File: src/sv/shift_jis_glyph_layout_macros.svh
// assertion helpers shared by the layout modules
`ifndef SHIFT_JIS_GLYPH_LAYOUT_MACROS_SVH
`define SHIFT_JIS_GLYPH_LAYOUT_MACROS_SVH

// implication checked on every clock edge once out of reset
`define SJGL_ASSERT_IMP(label, ante, cons, msg) \
  label: assert property (@(posedge clk) disable iff (!rst_n) (ante) |-> (cons)) \
    else $error(msg);

// implication whose consequence is checked in the cycle after the antecedent
`define SJGL_ASSERT_NEXT(label, ante, cons, msg) \
  label: assert property (@(posedge clk) disable iff (!rst_n) (ante) |=> (cons)) \
    else $error(msg);

`endif

File: src/sv/sjgl_pkg.sv
`default_nettype none

package sjgl_pkg;

  // geometry
  localparam int CELL_WIDTH   = 6;
  localparam int CELL_HEIGHT  = 12;
  localparam int SCREEN_WIDTH = 480;

  // field widths
  localparam int BYTE_W  = 8;
  localparam int GLYPH_W = 14;
  localparam int COL_W   = 9;
  localparam int ROW_W   = 16;

  // port widths
  localparam int IN_TDATA_W  = 2 * BYTE_W;
  localparam int OUT_FIELD_W = GLYPH_W + COL_W + ROW_W;
  localparam int OUT_TDATA_W = ((OUT_FIELD_W + 7) / 8) * 8;
  localparam int CFG_INDEX_W = 1;
  localparam int CFG_DATA_W  = 16;

  // register indexes
  localparam logic [CFG_INDEX_W-1:0] REG_START_COLUMN = 1'd0;
  localparam logic [CFG_INDEX_W-1:0] REG_START_ROW    = 1'd1;

  // right-edge limits
  localparam logic [COL_W-1:0] HALF_LIMIT = COL_W'(SCREEN_WIDTH - CELL_WIDTH);
  localparam logic [COL_W-1:0] PAIR_LIMIT = COL_W'(SCREEN_WIDTH - 2 * CELL_WIDTH);
  localparam logic [COL_W-1:0] HALF_STEP  = COL_W'(CELL_WIDTH);
  localparam logic [COL_W-1:0] PAIR_STEP  = COL_W'(2 * CELL_WIDTH);
  localparam logic [ROW_W-1:0] LINE_STEP  = ROW_W'(CELL_HEIGHT);

  // special bytes and glyphs
  localparam logic [BYTE_W-1:0]  NEWLINE_BYTE = 8'h0A;
  localparam logic [GLYPH_W-1:0] BLANK_GLYPH  = 14'd176;
  // 176 - 2 * 0x40, folded into the double-width formula
  localparam logic [GLYPH_W-1:0] PAIR_BASE    = 14'd48;
  localparam logic [GLYPH_W-1:0] ROW_STRIDE   = 14'd384;

  // queue between front and back
  localparam int QUEUE_DEPTH = 2;
  localparam int QPTR_W      = (QUEUE_DEPTH > 1) ? $clog2(QUEUE_DEPTH) : 1;
  localparam int QCNT_W      = $clog2(QUEUE_DEPTH + 1);

  // one queued character: one cell, or two cells side by side
  typedef struct packed {
    logic               pair;
    logic [GLYPH_W-1:0] glyph;
    logic [COL_W-1:0]   col;
    logic [ROW_W-1:0]   row;
  } sjgl_job_t;

  // queue status seen by the front and back
  typedef struct packed {
    logic full;
    logic empty;
  } sjgl_qstat_t;

  typedef struct packed {
    logic       hit;
    logic [5:0] row;
  } sjgl_lead_row_t;

  function automatic logic is_lead(input logic [BYTE_W-1:0] c);
    return (c >= 8'h81 && c <= 8'h9F) || (c >= 8'hE0 && c <= 8'hEF);
  endfunction

  function automatic logic is_trail(input logic [BYTE_W-1:0] c);
    return (c >= 8'h40 && c <= 8'h7E) || (c >= 8'h80 && c <= 8'hFC);
  endfunction

  function automatic logic [GLYPH_W-1:0] half_index(input logic [BYTE_W-1:0] c);
    logic [BYTE_W-1:0] v;
    v = '0;
    if (c >= 8'h20 && c <= 8'h7E) v = c - 8'h20;
    else if (c >= 8'hA1 && c <= 8'hDF) v = c - 8'h40;
    else if (c >= 8'hF0 && c <= 8'hFA) v = c - 8'h50;
    return GLYPH_W'(v);
  endfunction

  // font row of a lead byte, by its low six bits; gaps have no row
  function automatic sjgl_lead_row_t lead_row(input logic [5:0] slot);
    sjgl_lead_row_t r;
    r.hit = 1'b1;
    r.row = '0;
    if (slot >= 6'd1 && slot <= 6'd4) r.row = slot - 6'd1;
    else if (slot >= 6'd7 && slot <= 6'd42) r.row = slot - 6'd3;
    else if (slot == 6'd45 || slot == 6'd46) r.row = slot - 6'd5;
    else r.hit = 1'b0;
    return r;
  endfunction

  function automatic logic [GLYPH_W-1:0] full_index(input logic [BYTE_W-1:0] lead,
                                                    input logic [BYTE_W-1:0] trail);
    sjgl_lead_row_t lr;
    logic [GLYPH_W-1:0] idx;
    lr  = lead_row(lead[5:0]);
    idx = PAIR_BASE + GLYPH_W'(lr.row) * ROW_STRIDE + GLYPH_W'({trail, 1'b0});
    return lr.hit ? idx : BLANK_GLYPH;
  endfunction

endpackage

`default_nettype wire

File: src/sv/sjgl_front.sv
`default_nettype none
`include "shift_jis_glyph_layout_macros.svh"

module sjgl_front
  import sjgl_pkg::*;
(
  input  wire logic                   clk,
  input  wire logic                   rst_n,
  input  wire logic                   cfg_valid,
  input  wire logic [CFG_INDEX_W-1:0] cfg_index,
  input  wire logic [CFG_DATA_W-1:0]  cfg_data,
  input  wire logic                   accept,
  input  wire logic [BYTE_W-1:0]      text_byte,
  input  wire logic [BYTE_W-1:0]      lookahead_byte,
  input  wire logic                   end_of_string,
  output logic                        push,
  output sjgl_job_t                   job
);

  logic [COL_W-1:0]  start_col_r;
  logic [ROW_W-1:0]  start_row_r;
  logic [COL_W-1:0]  cur_col_r, cur_col_nxt;
  logic [ROW_W-1:0]  cur_row_r, cur_row_nxt;
  logic [BYTE_W-1:0] pend_r, pend_nxt;
  logic              halt_r, halt_nxt;
  logic              in_str_r, in_str_nxt;

  logic [COL_W-1:0]  eff_col;
  logic [ROW_W-1:0]  eff_row;
  logic [BYTE_W-1:0] eff_pend;
  logic              eff_halt;
  logic              emit;

  // configuration registers
  always_ff @(posedge clk) begin
    if (!rst_n) begin
      start_col_r <= '0;
      start_row_r <= '0;
    end else if (cfg_valid) begin
      case (cfg_index)
        REG_START_COLUMN: start_col_r <= cfg_data[COL_W-1:0];
        REG_START_ROW:    start_row_r <= cfg_data[ROW_W-1:0];
        default: ;
      endcase
    end
  end

  // first byte of a string starts from the registers
  assign eff_col  = in_str_r ? cur_col_r : start_col_r;
  assign eff_row  = in_str_r ? cur_row_r : start_row_r;
  assign eff_pend = in_str_r ? pend_r : '0;
  assign eff_halt = in_str_r ? halt_r : 1'b0;

  // classify the byte and advance the cursor
  always_comb begin
    cur_col_nxt = eff_col;
    cur_row_nxt = eff_row;
    pend_nxt    = eff_pend;
    halt_nxt    = eff_halt;
    emit        = 1'b0;
    job.pair    = 1'b0;
    job.glyph   = half_index(text_byte);
    job.col     = eff_col;
    job.row     = eff_row;
    if (!eff_halt) begin
      if (text_byte == NEWLINE_BYTE) begin
        cur_col_nxt = start_col_r;
        cur_row_nxt = eff_row + LINE_STEP;
        pend_nxt    = '0;
      end else if (eff_pend != '0) begin
        if (eff_col > PAIR_LIMIT) begin
          halt_nxt = 1'b1;
        end else begin
          emit        = 1'b1;
          job.pair    = 1'b1;
          job.glyph   = full_index(eff_pend, text_byte);
          cur_col_nxt = eff_col + PAIR_STEP;
        end
        pend_nxt = '0;
      end else if (is_lead(text_byte) && is_trail(lookahead_byte)) begin
        pend_nxt = text_byte;
      end else if (eff_col > HALF_LIMIT) begin
        halt_nxt = 1'b1;
      end else begin
        emit        = 1'b1;
        cur_col_nxt = eff_col + HALF_STEP;
      end
    end
    in_str_nxt = !end_of_string;
  end

  assign push = accept && emit;

  // cursor state, held between transfers
  always_ff @(posedge clk) begin
    if (!rst_n) begin
      cur_col_r <= '0;
      cur_row_r <= '0;
      pend_r    <= '0;
      halt_r    <= 1'b0;
      in_str_r  <= 1'b0;
    end else if (accept) begin
      cur_col_r <= cur_col_nxt;
      cur_row_r <= cur_row_nxt;
      pend_r    <= pend_nxt;
      halt_r    <= halt_nxt;
      in_str_r  <= in_str_nxt;
    end
  end

  `SJGL_ASSERT_IMP(a_halt_silent, in_str_r && halt_r, !push, "halted string produced a cell")
  `SJGL_ASSERT_IMP(a_pair_has_lead, push && job.pair, eff_pend != '0, "pair without a lead byte")

endmodule

`default_nettype wire

File: src/sv/sjgl_queue.sv
`default_nettype none
`include "shift_jis_glyph_layout_macros.svh"

module sjgl_queue
  import sjgl_pkg::*;
(
  input  wire logic      clk,
  input  wire logic      rst_n,
  input  wire logic      push,
  input  wire sjgl_job_t wr_job,
  input  wire logic      pop,
  output sjgl_job_t      rd_job,
  output sjgl_qstat_t    stat
);

  sjgl_job_t          slot_r [QUEUE_DEPTH];
  logic [QPTR_W-1:0]  wr_ptr_r, wr_ptr_nxt;
  logic [QPTR_W-1:0]  rd_ptr_r, rd_ptr_nxt;
  logic [QCNT_W-1:0]  count_r, count_nxt;
  logic               do_push;
  logic               do_pop;

  assign stat.full  = (count_r == QCNT_W'(QUEUE_DEPTH));
  assign stat.empty = (count_r == '0);
  assign do_push    = push && !stat.full;
  assign do_pop     = pop && !stat.empty;
  assign rd_job     = slot_r[rd_ptr_r];

  // pointer and count update
  always_comb begin
    wr_ptr_nxt = wr_ptr_r;
    rd_ptr_nxt = rd_ptr_r;
    count_nxt  = count_r;
    if (do_push) begin
      wr_ptr_nxt = (wr_ptr_r == QPTR_W'(QUEUE_DEPTH - 1)) ? '0 : wr_ptr_r + 1'b1;
    end
    if (do_pop) begin
      rd_ptr_nxt = (rd_ptr_r == QPTR_W'(QUEUE_DEPTH - 1)) ? '0 : rd_ptr_r + 1'b1;
    end
    if (do_push && !do_pop) count_nxt = count_r + 1'b1;
    else if (do_pop && !do_push) count_nxt = count_r - 1'b1;
  end

  always_ff @(posedge clk) begin
    if (!rst_n) begin
      wr_ptr_r <= '0;
      rd_ptr_r <= '0;
      count_r  <= '0;
    end else begin
      wr_ptr_r <= wr_ptr_nxt;
      rd_ptr_r <= rd_ptr_nxt;
      count_r  <= count_nxt;
    end
  end

  // entry storage
  always_ff @(posedge clk) begin
    if (do_push) slot_r[wr_ptr_r] <= wr_job;
  end

  `SJGL_ASSERT_IMP(a_count_bound, 1'b1, count_r <= QCNT_W'(QUEUE_DEPTH), "queue count overflow")
  `SJGL_ASSERT_NEXT(a_push_lands, push && !pop && !stat.full, !stat.empty, "pushed job lost")

endmodule

`default_nettype wire

File: src/sv/sjgl_back.sv
`default_nettype none
`include "shift_jis_glyph_layout_macros.svh"

module sjgl_back
  import sjgl_pkg::*;
(
  input  wire logic                    clk,
  input  wire logic                    rst_n,
  input  wire sjgl_job_t               rd_job,
  input  wire sjgl_qstat_t             stat,
  output logic                         pop,
  output logic                         out_tvalid,
  input  wire logic                    out_tready,
  output logic [OUT_TDATA_W-1:0]       out_tdata,
  output logic                         out_tlast
);

  logic               out_valid_r, out_valid_nxt;
  logic [GLYPH_W-1:0] out_glyph_r, out_glyph_nxt;
  logic [COL_W-1:0]   out_col_r, out_col_nxt;
  logic [ROW_W-1:0]   out_row_r, out_row_nxt;
  logic               out_last_r, out_last_nxt;
  logic               sec_valid_r, sec_valid_nxt;
  logic [GLYPH_W-1:0] sec_glyph_r, sec_glyph_nxt;
  logic [COL_W-1:0]   sec_col_r, sec_col_nxt;
  logic [ROW_W-1:0]   sec_row_r, sec_row_nxt;
  logic               load;

  assign load = !out_valid_r || out_tready;

  // pick the next cell: right half of a pair first, then the queue head
  always_comb begin
    out_valid_nxt = out_valid_r;
    out_glyph_nxt = out_glyph_r;
    out_col_nxt   = out_col_r;
    out_row_nxt   = out_row_r;
    out_last_nxt  = out_last_r;
    sec_valid_nxt = sec_valid_r;
    sec_glyph_nxt = sec_glyph_r;
    sec_col_nxt   = sec_col_r;
    sec_row_nxt   = sec_row_r;
    pop           = 1'b0;
    if (load) begin
      if (sec_valid_r) begin
        out_valid_nxt = 1'b1;
        out_glyph_nxt = sec_glyph_r;
        out_col_nxt   = sec_col_r;
        out_row_nxt   = sec_row_r;
        out_last_nxt  = 1'b1;
        sec_valid_nxt = 1'b0;
      end else if (!stat.empty) begin
        pop           = 1'b1;
        out_valid_nxt = 1'b1;
        out_glyph_nxt = rd_job.glyph;
        out_col_nxt   = rd_job.col;
        out_row_nxt   = rd_job.row;
        out_last_nxt  = !rd_job.pair;
        sec_valid_nxt = rd_job.pair;
        sec_glyph_nxt = rd_job.glyph + 1'b1;
        sec_col_nxt   = rd_job.col + HALF_STEP;
        sec_row_nxt   = rd_job.row;
      end else begin
        out_valid_nxt = 1'b0;
      end
    end
  end

  always_ff @(posedge clk) begin
    if (!rst_n) begin
      out_valid_r <= 1'b0;
      sec_valid_r <= 1'b0;
    end else begin
      out_valid_r <= out_valid_nxt;
      sec_valid_r <= sec_valid_nxt;
    end
  end

  // cell payload
  always_ff @(posedge clk) begin
    out_glyph_r <= out_glyph_nxt;
    out_col_r   <= out_col_nxt;
    out_row_r   <= out_row_nxt;
    out_last_r  <= out_last_nxt;
    sec_glyph_r <= sec_glyph_nxt;
    sec_col_r   <= sec_col_nxt;
    sec_row_r   <= sec_row_nxt;
  end

  assign out_tvalid = out_valid_r;
  assign out_tlast  = out_last_r;
  assign out_tdata  = OUT_TDATA_W'({out_row_r, out_col_r, out_glyph_r});

  `SJGL_ASSERT_IMP(a_sec_behind_out, sec_valid_r, out_valid_r, "right half without left half")
  `SJGL_ASSERT_IMP(a_left_not_last, out_valid_r && !out_last_r, sec_valid_r,
                   "left half shown with no right half held")

endmodule

`default_nettype wire

File: src/sv/shift_jis_glyph_layout.sv
// Shift-JIS glyph layout: takes one string byte per transfer (with the next
// byte as lookahead and tlast on the final byte) and returns one transfer per
// font cell, giving glyph index, pixel column and pixel row; tlast marks the
// last cell a byte produced. A half-width byte gives one cell, a double-width
// pair gives two cells on the trail byte, paired lead bytes and newlines give none.
// The front takes a byte every cycle while its two-entry job queue has room;
// the back drives one cell per cycle through a single output register while
// out_tready is high. A byte's first cell passes through the job queue and
// then the output register. The start column and row registers are loaded
// into the cursor on the first byte of each string; write them only between
// strings. cfg_ready is always high.
`default_nettype none

module shift_jis_glyph_layout
  import sjgl_pkg::*;
(
  input  wire logic                   clk,
  input  wire logic                   rst_n,
  // configuration writes
  input  wire logic                   cfg_valid,
  output logic                        cfg_ready,
  input  wire logic [CFG_INDEX_W-1:0] cfg_index,
  input  wire logic [CFG_DATA_W-1:0]  cfg_data,
  // input bytes
  input  wire logic                   in_tvalid,
  output logic                        in_tready,
  input  wire logic [IN_TDATA_W-1:0]  in_tdata,   // text_byte[7:0], lookahead_byte[15:8]
  input  wire logic                   in_tlast,   // end_of_string
  // output cells
  output logic                        out_tvalid,
  input  wire logic                   out_tready,
  output logic [OUT_TDATA_W-1:0]      out_tdata,  // glyph_index[13:0], cell_column[22:14],
                                                  // cell_row[38:23], zero pad[39]
  output logic                        out_tlast   // run_last
);

  logic        in_xfer;
  logic        push;
  logic        pop;
  sjgl_job_t   wr_job;
  sjgl_job_t   rd_job;
  sjgl_qstat_t stat;

  assign cfg_ready = 1'b1;
  assign in_tready = !stat.full;
  assign in_xfer   = in_tvalid && in_tready;

  sjgl_front u_front (
    .clk            (clk),
    .rst_n          (rst_n),
    .cfg_valid      (cfg_valid),
    .cfg_index      (cfg_index),
    .cfg_data       (cfg_data),
    .accept         (in_xfer),
    .text_byte      (in_tdata[BYTE_W-1:0]),
    .lookahead_byte (in_tdata[2*BYTE_W-1:BYTE_W]),
    .end_of_string  (in_tlast),
    .push           (push),
    .job            (wr_job)
  );

  sjgl_queue u_queue (
    .clk    (clk),
    .rst_n  (rst_n),
    .push   (push),
    .wr_job (wr_job),
    .pop    (pop),
    .rd_job (rd_job),
    .stat   (stat)
  );

  sjgl_back u_back (
    .clk        (clk),
    .rst_n      (rst_n),
    .rd_job     (rd_job),
    .stat       (stat),
    .pop        (pop),
    .out_tvalid (out_tvalid),
    .out_tready (out_tready),
    .out_tdata  (out_tdata),
    .out_tlast  (out_tlast)
  );

endmodule

`default_nettype wire

File: config.mk
export PLATFORM = sky130hd
export DESIGN_NAME = shift_jis_glyph_layout
export DESIGN_NICKNAME = d
export VERILOG_FILES = /design/src/sv/sjgl_pkg.sv /design/src/sv/sjgl_front.sv /design/src/sv/sjgl_queue.sv /design/src/sv/sjgl_back.sv /design/src/sv/shift_jis_glyph_layout.sv
export VERILOG_INCLUDE_DIRS = /design/src /design/src/sv
export SDC_FILE = /design/constraint.sdc
export NUM_CORES = 1
export LEC_CHECK = 0
export ABC_AREA = 0
export BUFFER_PORTS_ARGS = -buffer_cell sky130_fd_sc_hd__buf_2
export CAP_MARGIN = 25
export CORE_MARGIN = 3
export CORE_UTILIZATION = 55
export DETAILED_ROUTE_END_ITERATION = 8
export PLACE_DENSITY = 0.79
export SYNTH_ARGS = -nofsm -noshare
export SYNTH_HDL_FRONTEND = slang
export SYNTH_SLANG_ARGS = --single-unit
File: constraint.sdc
create_clock -name clk -period 4.1 [get_ports clk]
set_input_delay 0 -clock clk [delete_from_list [all_inputs] [get_ports clk]]
set_output_delay 0 -clock clk [all_outputs]
set_load 0.005 [all_outputs]
==> reports/qor.csv, run 1 <==
stage,metric,value,unit
outcome,status,completed,
global_routing,grt_use_met2,0.335,
synthesis,yosysTopAreaCell,edfxtp_1,
sta,tns,0,ps
sta,slew_headroom,0.377,
sta,hold_slack,37.1,ps
place,gp_congestion,0.866,
synthesis,synth_nets,1090,
sta,fin_crit_sh,0.922,
hold_path,min_delay_path_depth,5,
critical_path,reg2reg_setup_slack,320,ps
cells_and_area,insertedDiodeCount,0,
synthesis,synth_edf_count,159,
pwr,power.internal,5.48,mW
floorplan,core.rowCount,52,
sta,rsz0062_at_grt,false,
cts,clk_pin_slew,60,ps
pwr,p_leak,4.94,nW
critical_path,worstPathArrival,4040,ps
drt,drc,0,
global_routing,grt-busiest-layer,met2,
cells_and_area,nNetsFinal,1183,
sta,setup_violations,0,
cells_and_area,final_core_util,0.647,
critical_path,rr_startpoint,u_front.in_str_r$_SDFFE_PN0P_,
global_routing,grt_util_met3,0.0273,
cts,cts.htree.levels,1,
floorplan,core,20300,sq um
floorplan,initial_core_util,0.562,
global_routing,grt_first_pass_wirelength,38.6,mm
synthesis,synth.top_cell.area_share,0.418,
cells_and_area,drive_above_1_share,0.188,
drt,ant_nets,0,
cells_and_area,fillCellCount,1536,
sta,finalClockSkew,19.6,ps
drt,viasPerCell,5.77,
pwr,p_clk_frac,0.278,
critical_path,rr_endpoint,u_queue.slot_r[0][38]$_DFFE_PP_,
cells_and_area,multiInputGateArea,4860,sq um
synthesis,yosys_warnings,0,
hold_path,min-delay-start,in_tvalid,
place,placed_cells,1320,
drt,wirelength,24.1,mm
critical_path,path_buf_inv,0,
sta,fin_crit,3780,ps
floorplan,dieArea,22500,sq um
synthesis,ys_types,76,
cells_and_area,stdcell_count,1391,
global_routing,overflow,0,
drt,wire_per_inst,17.3,um
cts,clockBufferDepth,3,
critical_path,slowest_stage,dfxtp_2,
critical_path,start_kind,flip-flop,
cts,clock-sinks,226,
pwr,p_comb_frac,0.265,
drt,vias,8026,
sta,fmax,0.265,GHz
floorplan,pin_count,83,
critical_path,path_max_fanout,18,
pwr,powerDensity,592,nW/um^2
global_routing,grt_util_met1,0.310,
floorplan,die_h,150,um
cells_and_area,area_delta_synth_final,15.0,%
hold_path,whs_endpoint,u_front.cur_row_r[3]$_SDFFE_PN0P_,
pwr,p_total,7.77,mW
critical_path,crit_path_end_kind,flip-flop,
synthesis,syn-cell-area,11400,sq um
pwr,netSwitchingFraction,0.295,
critical_path,worst_ep_required_time,4360,ps
critical_path,r2r_cells,14,
synthesis,ys_seq_area_frac,0.536,
cts,clk-insertion-delay-late,520,ps
cts,clockRootBuffer,clkbuf_16,
drt,drt_iter0_drc,582,
drt,drt_pass1_iterations,5,
floorplan,die_w,150,um
critical_path,crit_chain,nand2_2 -> ha_2 -> nand2b_1 -> a32oi_4 -> nand4_1 -> o31ai_1 -> a21o_1 -> ha_1 -> a21o_1 -> a21oi_1 -> o21bai_1 -> a21oi_1 -> xor3_1 -> and2_1,
global_routing,track_usage,0.212,
cts,cts_tree,built,
critical_path,cpPeakStageDelay,550,ps
synthesis,ys.flop_type,edfxtp_1,
synthesis,synth.area.top_cells,"edfxtp_1 (42%), dfxtp_1 (12%), mux2_2 (5.3%)",
cells_and_area,register_area,6120,sq um
sta,maxSlewViolCount,0,
critical_path,cp_top_family,compound AO/OA/AOI/OAI gates,
global_routing,antenna_found_initial,0,
pwr,p_seq_frac,0.458,
critical_path,path_class,reg2reg,
synthesis,synthArstFlopShare,0,
synthesis,avgSynthCellArea,11.3,sq um
place,io_buffer_count,80,
global_routing,grt_max_degree,54,
sta,hold_violations,0,
job,max_cap_violations,0,
hold_path,min_path_type,in2reg,
pwr,ir_worst_vdd,0.321,mV
pwr,switching_power,2.29,mW
place,dp_hpwl,16.4,mm
global_routing,grt_pass1_vias,7471,
sta,worst_pin_slew,934,ps
cts,numCtsBuffers,23,
synthesis,syn_inst,1011,
synthesis,ys_ff_latch,226,
## worst max-delay path by stage
stage | startpoint | endpoint | slack, ps | cells past startpoint
2_1_floorplan | u_front.in_str_r$_SDFFE_PN0P_ | u_queue.slot_r[0][38]$_DFFE_PP_ | 9 | 25
3_3_place_gp | u_front.in_str_r$_SDFFE_PN0P_ | u_queue.slot_r[0][38]$_DFFE_PP_ | 440 | 14
3_5_place_dp | u_front.in_str_r$_SDFFE_PN0P_ | u_queue.slot_r[0][38]$_DFFE_PP_ | 330 | 14
4_1_cts | u_front.in_str_r$_SDFFE_PN0P_ | u_queue.slot_r[0][38]$_DFFE_PP_ | 290 | 14
5_1_grt | u_front.in_str_r$_SDFFE_PN0P_ | u_queue.slot_r[1][38]$_DFFE_PP_ | 60 | 17
6_report | u_front.in_str_r$_SDFFE_PN0P_ | u_queue.slot_r[0][38]$_DFFE_PP_ | 320 | 14
## sequential cells by signal, indices dropped and copies added, names as in the netlist, 2 cells and up, named ones only
register	flops
u_back.sec_glyph_r	14
u_front.pend_r	8
u_front.start_col_r	9
u_back.out_glyph_r	14
u_front.cur_col_r	9
u_front.cur_row_r	16
u_back.out_col_r	9
u_back.sec_col_r	9
u_back.sec_row_r	16
u_back.out_row_r	16
u_front.start_row_r	16
u_queue.slot_r	80
u_queue.count_r	2
## per-stage QoR
stage,cell area (sq um),setup slack [ps]
finish,13100,322
global route,13100,61.9
CTS,13100,292
detailed placement,12000,326
global placement,12000,441
floorplan,11500,9.37
## placed cells by master, fill, tap and decap left out, types with 4 or more instances in the layout
| cell type | netlist | layout |
|---|---|---|
| mux2i_1 | 42 | 42 |
| mux2_2 | 54 | 54 |
| nor3_1 | 8 | 8 |
| nand3_1 | 25 | 25 |
| nand3b_1 | 6 | 6 |
| o41ai_1 | 4 | 4 |
| inv_1 | 60 | 59 |
| a21o_1 | 9 | 9 |
| and3_1 | 8 | 8 |
| o21a_1 | 4 | 4 |
| nand4_1 | 9 | 9 |
| buf_2 | 11 | 80 |
| a32o_1 | 11 | 11 |
| nand2b_1 | 5 | 5 |
| a211oi_1 | 6 | 6 |
| buf_4 | 2 | 8 |
| clkinv_1 | 0 | 7 |
| nand2_1 | 109 | 107 |
| and2_1 | 12 | 12 |
| o21ai_0 | 29 | 29 |
| nor2b_1 | 20 | 20 |
| edfxtp_1 | 159 | 159 |
| clkbuf_16 | 0 | 23 |
| bufinv_16 | 0 | 4 |
| a22oi_1 | 5 | 5 |
| xor2_1 | 16 | 16 |
| o211ai_1 | 4 | 4 |
| ha_1 | 39 | 37 |
| a21oi_1 | 84 | 84 |
| dlygate4sd3_1 | 0 | 28 |
| o31ai_1 | 4 | 4 |
| a31oi_1 | 5 | 5 |
| a32oi_1 | 8 | 8 |
| nor2_1 | 45 | 44 |
| xnor2_1 | 31 | 30 |
| a22o_1 | 5 | 5 |
| dfxtp_1 | 67 | 64 |
| or3_1 | 7 | 7 |
## area by class of cell
cell class	instances	share of cell area
clock inverters	17	0.0152
repair buffers	119	0.0610
multi-input cells	672	0.370
clock buffers	25	0.0444
inverters	62	0.0177
well taps	270	0.0257
flip-flops and latches	226	0.466
## power groups by stage
| stage | clock network (mW) | registers [mW] | logic (mW) |
|---|---|---|---|
| 2_1_floorplan | 0 | 3.56 | 1.42 |
| 3_3_place_gp | 0 | 3.57 | 1.95 |
| 3_5_place_dp | 0 | 3.60 | 1.99 |
| 4_1_cts | 2.19 | 3.56 | 2.04 |
| 5_1_grt | 2.29 | 3.61 | 2.28 |
| 6_report | 2.16 | 3.56 | 2.05 |
## logic make-up (layout without fill, tap and decap cells)
| group | after synthesis | count (layout) | synth area share |
|---|---|---|---|
| XOR/XNOR | 48 | 48 | 0.0381 |
| multiplexers | 97 | 97 | 0.0921 |
| AO/OA/AOI/OAI | 217 | 217 | 0.132 |
| other | 2 | 2 | 0.000658 |
| AND/OR/NAND/NOR | 268 | 268 | 0.114 |
| adder cells (fa/ha/maj) | 40 | 40 | 0.0445 |
| buffers and inverters | 113 | 223 | 0.0430 |
| flip-flops | 226 | 226 | 0.536 |
## routing by layer
layer  up-vias  routed length (um)
li1       3869                   -
met1      3867               11200
met2       241               11000
met3        49                1340
met4         0                 535
met5         -                   0
## timing repair
action / CTS / global route
setup endpoints to repair: 0 / 2
endpoints found under the hold margin: 42 / 0
gates resized for setup: 0 / 1
hold buffers: 28 / 0
setup buffers: 0 / 0
## synthesized netlist by cell type, types with 4 or more instances
cell	number
a32oi_1	8
nor2b_1	20
nand2b_1	5
nor2_1	45
o21ai_0	29
inv_1	60
nand3b_1	6
clkbuf_1	31
a21o_1	9
o211ai_1	4
xnor2_1	31
xor2_1	16
a32o_1	11
nand3_1	25
o31ai_1	4
a22o_1	5
a211oi_1	6
a31oi_1	5
buf_2	11
edfxtp_1	159
a22oi_1	5
nand2_1	109
nor3_1	8
mux2i_1	42
and3_1	8
o21a_1	4
and2_1	12
nand4_1	9
dfxtp_1	67
buf_6	6
or3_1	7
mux2_2	54
o41ai_1	4
a21oi_1	84
ha_1	39
## worst register-to-register path: stages (launching register included)
cell and delay [ps]:
dfxtp_2 550, nand2_2 160, ha_2 220, nand2b_1 170, a32oi_4 280, nand4_1 200, o31ai_1 280, a21o_1 160
ha_1 250, a21o_1 180, a21oi_1 230, o21bai_1 100, a21oi_1 230, xor3_1 360, and2_1 160
No activity file was read; power rests on OpenSTA's default activity.
==> run 2, diff against run 1 <==
--- a/config.mk
+++ b/config.mk
@@ -9,6 +9,7 @@
 export ABC_AREA = 0
 export BUFFER_PORTS_ARGS = -buffer_cell sky130_fd_sc_hd__buf_2
 export CAP_MARGIN = 25
+export CORE_ASPECT_RATIO = 1.2
 export CORE_MARGIN = 3
 export CORE_UTILIZATION = 55
 export DETAILED_ROUTE_END_ITERATION = 8
==> run 2 against run 1 <==
Worst setup slack better by 71 ps. Cell area down 0.55%. Largest cell class unchanged. Register-to-register slack better by 70 ps. Routed wire length down 5.7%. Utilization down 0.44 points. Via count down 1.6%. Final cell count down 0.65%.
==> reports/qor.csv, run 2 (same netlist as run 1, synthesis figures left out) <==
stage,metric,value,unit
drt,wire_per_inst,16.4,um
pwr,p_clk_frac,0.272,
cts,clockBufferDepth,3,
critical_path,path_buf_inv,2,
drt,ant_nets,0,
pwr,powerDensity,587,nW/um^2
drt,viasPerCell,5.72,
place,dp_hpwl,15.6,mm
cells_and_area,drive_above_1_share,0.189,
sta,worst_pin_slew,944,ps
cells_and_area,nNetsFinal,1180,
cts,cts.htree.levels,1,
global_routing,grt_max_degree,54,
critical_path,worst_ep_required_time,4350,ps
place,io_buffer_count,80,
pwr,netSwitchingFraction,0.291,
sta,slew_headroom,0.370,
cts,clk_pin_slew,60,ps
pwr,ir_worst_vdd,0.330,mV
critical_path,worstPathArrival,3960,ps
place,dp_slack,447,ps
global_routing,overflow,0,
cells_and_area,top_register,u_queue.slot_r,
critical_path,slowest_stage,dfxtp_2,
job,max_cap_violations,0,
critical_path,rr_endpoint,u_queue.slot_r[0][38]$_DFFE_PP_,
cells_and_area,insertedDiodeCount,0,
cts,clockRootBuffer,clkbuf_16,
cts,clk-insertion-delay-late,510,ps
critical_path,cp_top_family,simple AND/OR/NAND/NOR gates,
floorplan,core.rowCount,57,
sta,fin_ws,393,ps
cts,post_cts_resized,0,
sta,fin_crit_sh,0.904,
critical_path,path_max_fanout,14,
hold_path,min_delay_path_depth,4,
pwr,p_comb_frac,0.267,
cells_and_area,largest_reg_flops,80,
sta,hold_violations,0,
floorplan,dieArea,22500,sq um
hold_path,whs_endpoint,u_front.start_col_r[3]$_SDFFE_PN0P_,
critical_path,rr_startpoint,u_front.in_str_r$_SDFFE_PN0P_,
cells_and_area,layout_commonest_cell,edfxtp_1,
cells_and_area,area_delta_synth_final,14.4,%
floorplan,die_w,138,um
cts,hold_buffers,25,
floorplan,pin_count,83,
critical_path,cpPeakStageDelay,490,ps
cts,numCtsBuffers,22,
sta,finalClockSkew,21.0,ps
outcome,status,completed,
pwr,switching_power,2.23,mW
sta,rsz0062_at_grt,false,
cts,postCtsSetupRepairBufs,0,
sta,setup_violations,0,
critical_path,crit_chain,nand2_2 -> ha_2 -> nand2b_1 -> a32oi_2 -> nand4_1 -> nand2_1 -> o21a_1 -> ha_2 -> inv_1 -> fa_2 -> inv_1 -> a21o_1 -> a21oi_1 -> xnor2_1 -> nand3_1 -> xor3_1 -> and2_1,
hold_path,min_path_type,in2reg,
floorplan,core,20300,sq um
sta,fin_crit,3710,ps
drt,drt_iter0_drc,655,
drt,drt_pass1_iterations,5,
drt,vias,7899,
critical_path,start_kind,flip-flop,
critical_path,reg2reg_setup_slack,390,ps
sta,tns,0,ps
cts,cts_tree,built,
pwr,power.internal,5.43,mW
sta,maxSlewViolCount,0,
floorplan,initial_core_util,0.562,
pwr,p_leak,4.91,nW
hold_path,min-delay-start,cfg_valid,
cells_and_area,layout_common_cells,"edfxtp_1 (159), nand2_1 (107), a21oi_1 (84)",
drt,drc,0,
cells_and_area,fillCellCount,1531,
cts,clock-sinks,226,
critical_path,r2r_cells,17,
critical_path,crit_path_end_kind,flip-flop,
drt,wirelength,22.7,mm
critical_path,path_class,reg2reg,
global_routing,track_usage,0.201,
global_routing,grt_first_pass_wirelength,36.7,mm
sta,fmax,0.270,GHz
pwr,p_seq_frac,0.461,
global_routing,antenna_found_initial,0,
global_routing,grt_pass1_vias,7450,
place,gp_congestion,0.943,
critical_path,critical_path_depth,17,
floorplan,die_h,164,um
run 2: power groups by stage:
| stage | combinational [mW] | sequential [mW] | clock [mW] |
|---|---|---|---|
| after floorplan | 1.42 | 3.56 | 0 |
| after global placement | 1.96 | 3.56 | 0 |
| after detailed placement | 2.03 | 3.58 | 0 |
| after CTS | 2.07 | 3.54 | 2.11 |
| after global routing | 2.28 | 3.60 | 2.21 |
| final | 2.05 | 3.54 | 2.08 |
run 2: worst max-delay path by stage:
stage | startpoint | to
final | u_front.in_str_r$_SDFFE_PN0P_ | u_queue.slot_r[0][38]$_DFFE_PP_
after CTS | u_front.in_str_r$_SDFFE_PN0P_ | u_queue.slot_r[0][38]$_DFFE_PP_
after detailed placement | u_front.in_str_r$_SDFFE_PN0P_ | u_queue.slot_r[1][38]$_DFFE_PP_
after global routing | u_front.in_str_r$_SDFFE_PN0P_ | u_queue.slot_r[0][38]$_DFFE_PP_
after floorplan | u_front.in_str_r$_SDFFE_PN0P_ | u_queue.slot_r[0][38]$_DFFE_PP_
after global placement | u_front.in_str_r$_SDFFE_PN0P_ | u_queue.slot_r[0][38]$_DFFE_PP_
run 2: through the flow:
stage               power (mW)  instances  area (sq um)  hold WS [ps]   util
global placement          5.51       1316         12000           190  0.592
CTS                       7.73       1382         13100          1.26  0.642
floorplan                 4.98       1011         11500          95.6      -
finish                    7.67       1382         13100          12.2  0.642
detailed placement        5.61       1317         12100           202  0.593
global route              8.09       1382         13100          27.1  0.642
run 2: tightest hold or removal path, delay by kind of cell:
kind | cells | cell delay (ps)
buffers and inverters | 1 | 110
AND/OR/NAND/NOR | 2 | 310
AO/OA/AOI/OAI | 1 | 50
run 2: area by class of cell:
type	instances	area, sq um	area share
Sequential cell	226	6120	0.469
Multi-Input combinational cell	672	4850	0.371
Timing Repair Buffer	117	778	0.0596
Clock buffer	29	577	0.0442
Tap cell	265	332	0.0254
Inverter	62	233	0.0178
Clock inverter	11	173	0.0132
run 2: layer usage:
metal / GRT usage / routed length, um / up-vias
met1: 0.280 / 10100 / 3729
met2: 0.325 / 10700 / 256
li1: - / - / 3872
met3: 0.0257 / 1330 / 42
met5: 0 / 0 / -
met4: 0.0681 / 564 / 0
==> run 3, diff against run 2 <==
--- a/config.mk
+++ b/config.mk
@@ -9,11 +9,13 @@
 export ABC_AREA = 0
 export BUFFER_PORTS_ARGS = -buffer_cell sky130_fd_sc_hd__buf_2
 export CAP_MARGIN = 25
+export CELL_PAD_IN_SITES_DETAIL_PLACEMENT = 1
+export CELL_PAD_IN_SITES_GLOBAL_PLACEMENT = 1
 export CORE_ASPECT_RATIO = 1.2
 export CORE_MARGIN = 3
-export CORE_UTILIZATION = 55
+export CORE_UTILIZATION = 44
 export DETAILED_ROUTE_END_ITERATION = 8
-export PLACE_DENSITY = 0.79
+export PLACE_DENSITY = 0.78
 export SYNTH_ARGS = -nofsm -noshare
 export SYNTH_HDL_FRONTEND = slang
 export SYNTH_SLANG_ARGS = --single-unit
==> run 3 against run 2 <==
Via count is 1.1% higher. First-iteration DRC count is 34% lower. Sequential share of layout area is 0.19 points lower. Cell area is 0.41% higher. Maximum frequency is 3.2% lower. Register-to-register slack worse by 120 ps. Hold slack better by 12 ps. Count of clock-buffer cells in the layout is 3 higher. Clock skew is 6.0 ps lower. Die area is 24% higher. Largest cell class unchanged.
==> reports/qor.csv, run 3 (same netlist as run 1, synthesis figures left out) <==
stage,metric,value,unit
cts,numCtsBuffers,23,
cts,clk_pin_slew,60,ps
global_routing,track_usage,0.194,
sta,finalClockSkew,15.0,ps
pwr,p_seq_frac,0.461,
global_routing,grt_max_degree,54,
hold_path,min_path_type,in2reg,
global_routing,antenna_found_initial,0,
sta,setup_violations,0,
cells_and_area,insertedDiodeCount,0,
sta,maxSlewViolCount,0,
sta,fin_crit_sh,0.934,
global_routing,overflow,0,
floorplan,die_w,153,um
cells_and_area,largest_reg_flops,80,
cells_and_area,layout_commonest_cell,edfxtp_1,
pwr,p_clk_frac,0.265,
cells_and_area,final_core_util,0.521,
cells_and_area,drive_above_1_share,0.190,
sta,slew_headroom,0.332,
critical_path,start_kind,flip-flop,
hold_path,min-delay-start,cfg_valid,
pwr,power.internal,5.38,mW
sta,hold_violations,0,
critical_path,crit_path_end_kind,flip-flop,
drt,viasPerCell,5.54,
cts,postCtsSetupRepairBufs,0,
cts,clockBufferDepth,3,
cts,clockRootBuffer,clkbuf_16,
critical_path,crit_chain,nand2_2 -> ha_2 -> nand2b_1 -> a32oi_2 -> nand4_1 -> nand2_1 -> o21a_1 -> ha_2 -> inv_1 -> fa_2 -> inv_1 -> a21o_1 -> a21oi_1 -> xnor2_1 -> nand3_1 -> xor3_1 -> and2_1,
critical_path,worstPathArrival,4090,ps
critical_path,rr_endpoint,u_queue.slot_r[1][38]$_DFFE_PP_,
cts,clk-insertion-delay-late,520,ps
place,io_buffer_count,80,
pwr,switching_power,2.38,mW
floorplan,pin_count,83,
hold_path,min_delay_path_depth,4,
hold_path,whs_endpoint,u_front.start_col_r[6]$_SDFFE_PN0P_,
outcome,status,completed,
floorplan,die_h,182,um
cts,cts_tree,built,
critical_path,cp_top_family,simple AND/OR/NAND/NOR gates,
critical_path,r2r_cells,17,
drt,drc,0,
critical_path,rr_startpoint,u_front.in_str_r$_SDFFE_PN0P_,
cts,clock-sinks,226,
sta,fmax,0.261,GHz
critical_path,slowest_stage,dfxtp_2,
floorplan,initial_core_util,0.454,
critical_path,path_max_fanout,15,
place,gp_congestion,0.889,
cells_and_area,area_delta_synth_final,14.9,%
place,placed_cells,1374,
pwr,powerDensity,592,nW/um^2
cts,hold_buffers,24,
cells_and_area,nNetsFinal,1178,
pwr,p_comb_frac,0.274,
cells_and_area,layout_common_cells,"edfxtp_1 (159), nand2_1 (107), a21oi_1 (84)",
critical_path,cpPeakStageDelay,530,ps
drt,drt_iter0_drc,435,
global_routing,grt_pass1_vias,8221,
floorplan,dieArea,27900,sq um
floorplan,core,25100,sq um
cts,post_cts_resized,0,
global_routing,grt_first_pass_wirelength,44.8,mm
drt,drt_pass1_iterations,5,
critical_path,worst_ep_required_time,4360,ps
drt,vias,7984,
critical_path,path_class,reg2reg,
sta,tns,0,ps
sta,worst_pin_slew,1000,ps
sta,fin_crit,3830,ps
pwr,p_leak,4.91,nW
pwr,netSwitchingFraction,0.307,
cells_and_area,stdcell_count,1441,
critical_path,reg2reg_setup_slack,270,ps
job,max_cap_violations,0,
floorplan,core.rowCount,63,
place,dp_hpwl,19.0,mm
pwr,ir_worst_vdd,0.301,mV
critical_path,path_buf_inv,2,
drt,wire_per_inst,19.1,um
sta,rsz0062_at_grt,false,
drt,ant_nets,0,
drt,wirelength,27.5,mm
cells_and_area,top_register,u_queue.slot_r,
cts,cts.htree.levels,1,
==> run 3: cell types whose count changed in the layout (fill, tap and decap cells not counted), moves of 2 or more <==
cell / change
clkbuf_8: +4
clkinvlp_4: -2
buf_4: -2
clkbuf_1: -2
bufinv_16: -3
clkinv_2: +3
==> run 3: cell type report <==
| cell class | instances | area (sq um) |
|---|---|---|
| Clock buffer | 32 | 649 |
| Clock inverter | 10 | 96.3 |
| Fill cell | 2690 | 12000 |
| Inverter | 62 | 233 |
| Multi-Input combinational cell | 672 | 4850 |
| Sequential cell | 226 | 6120 |
| Tap cell | 325 | 407 |
| Timing Repair Buffer | 114 | 761 |
==> run 3: power groups by stage <==
stage | combinational, mW | clock (mW) | sequential, mW
after CTS | 2.12 | 2.10 | 3.60
final | 2.13 | 2.05 | 3.58
after global routing | 2.36 | 2.20 | 3.66
after floorplan | 1.42 | 0 | 3.56
after global placement | 1.97 | 0 | 3.58
after detailed placement | 2.08 | 0 | 3.64
==> run 3: tightest hold or removal path: stages <==
cell,delay (ps)
buf_2,110
nor2b_1,230
nand2_1,100
a21oi_1,50
==> run 3: worst max-delay path by stage <==
stage               cells after the start  slack (ps)                           from                         endpoint
detailed placement                     17         360  u_front.in_str_r$_SDFFE_PN0P_  u_queue.slot_r[0][38]$_DFFE_PP_
global placement                       17         510  u_front.in_str_r$_SDFFE_PN0P_  u_queue.slot_r[0][38]$_DFFE_PP_
finish                                 17         270  u_front.in_str_r$_SDFFE_PN0P_  u_queue.slot_r[1][38]$_DFFE_PP_
floorplan                              25           9  u_front.in_str_r$_SDFFE_PN0P_  u_queue.slot_r[0][38]$_DFFE_PP_
CTS                                    17         290  u_front.in_str_r$_SDFFE_PN0P_  u_queue.slot_r[1][38]$_DFFE_PP_
global route                           14          30  u_front.in_str_r$_SDFFE_PN0P_  u_queue.slot_r[1][38]$_DFFE_PP_
==> run 3: metal layers <==
| metal | vias to the layer above | part of all wire | GRT usage |
|---|---|---|---|
| li1 | 3853 | - | - |
| met1 | 3952 | 0.46 | 0.267 |
| met2 | 149 | 0.49 | 0.332 |
| met3 | 30 | 0.035 | 0.0235 |
| met4 | 0 | 0.016 | 0.0446 |
| met5 | - | 0 | 0 |
==> run 3: metrics by stage <==
step | power, mW | setup WS [ps] | instance area (sq um) | hold WS [ps]
global route | 8.22 | 25.4 | 13100 | 30.3
detailed placement | 5.72 | 357 | 12100 | 195
global placement | 5.55 | 509 | 12100 | 206
CTS | 7.83 | 286 | 13100 | 4.65
finish | 7.76 | 269 | 13100 | 23.8
floorplan | 4.98 | 9.37 | 11500 | 95.6
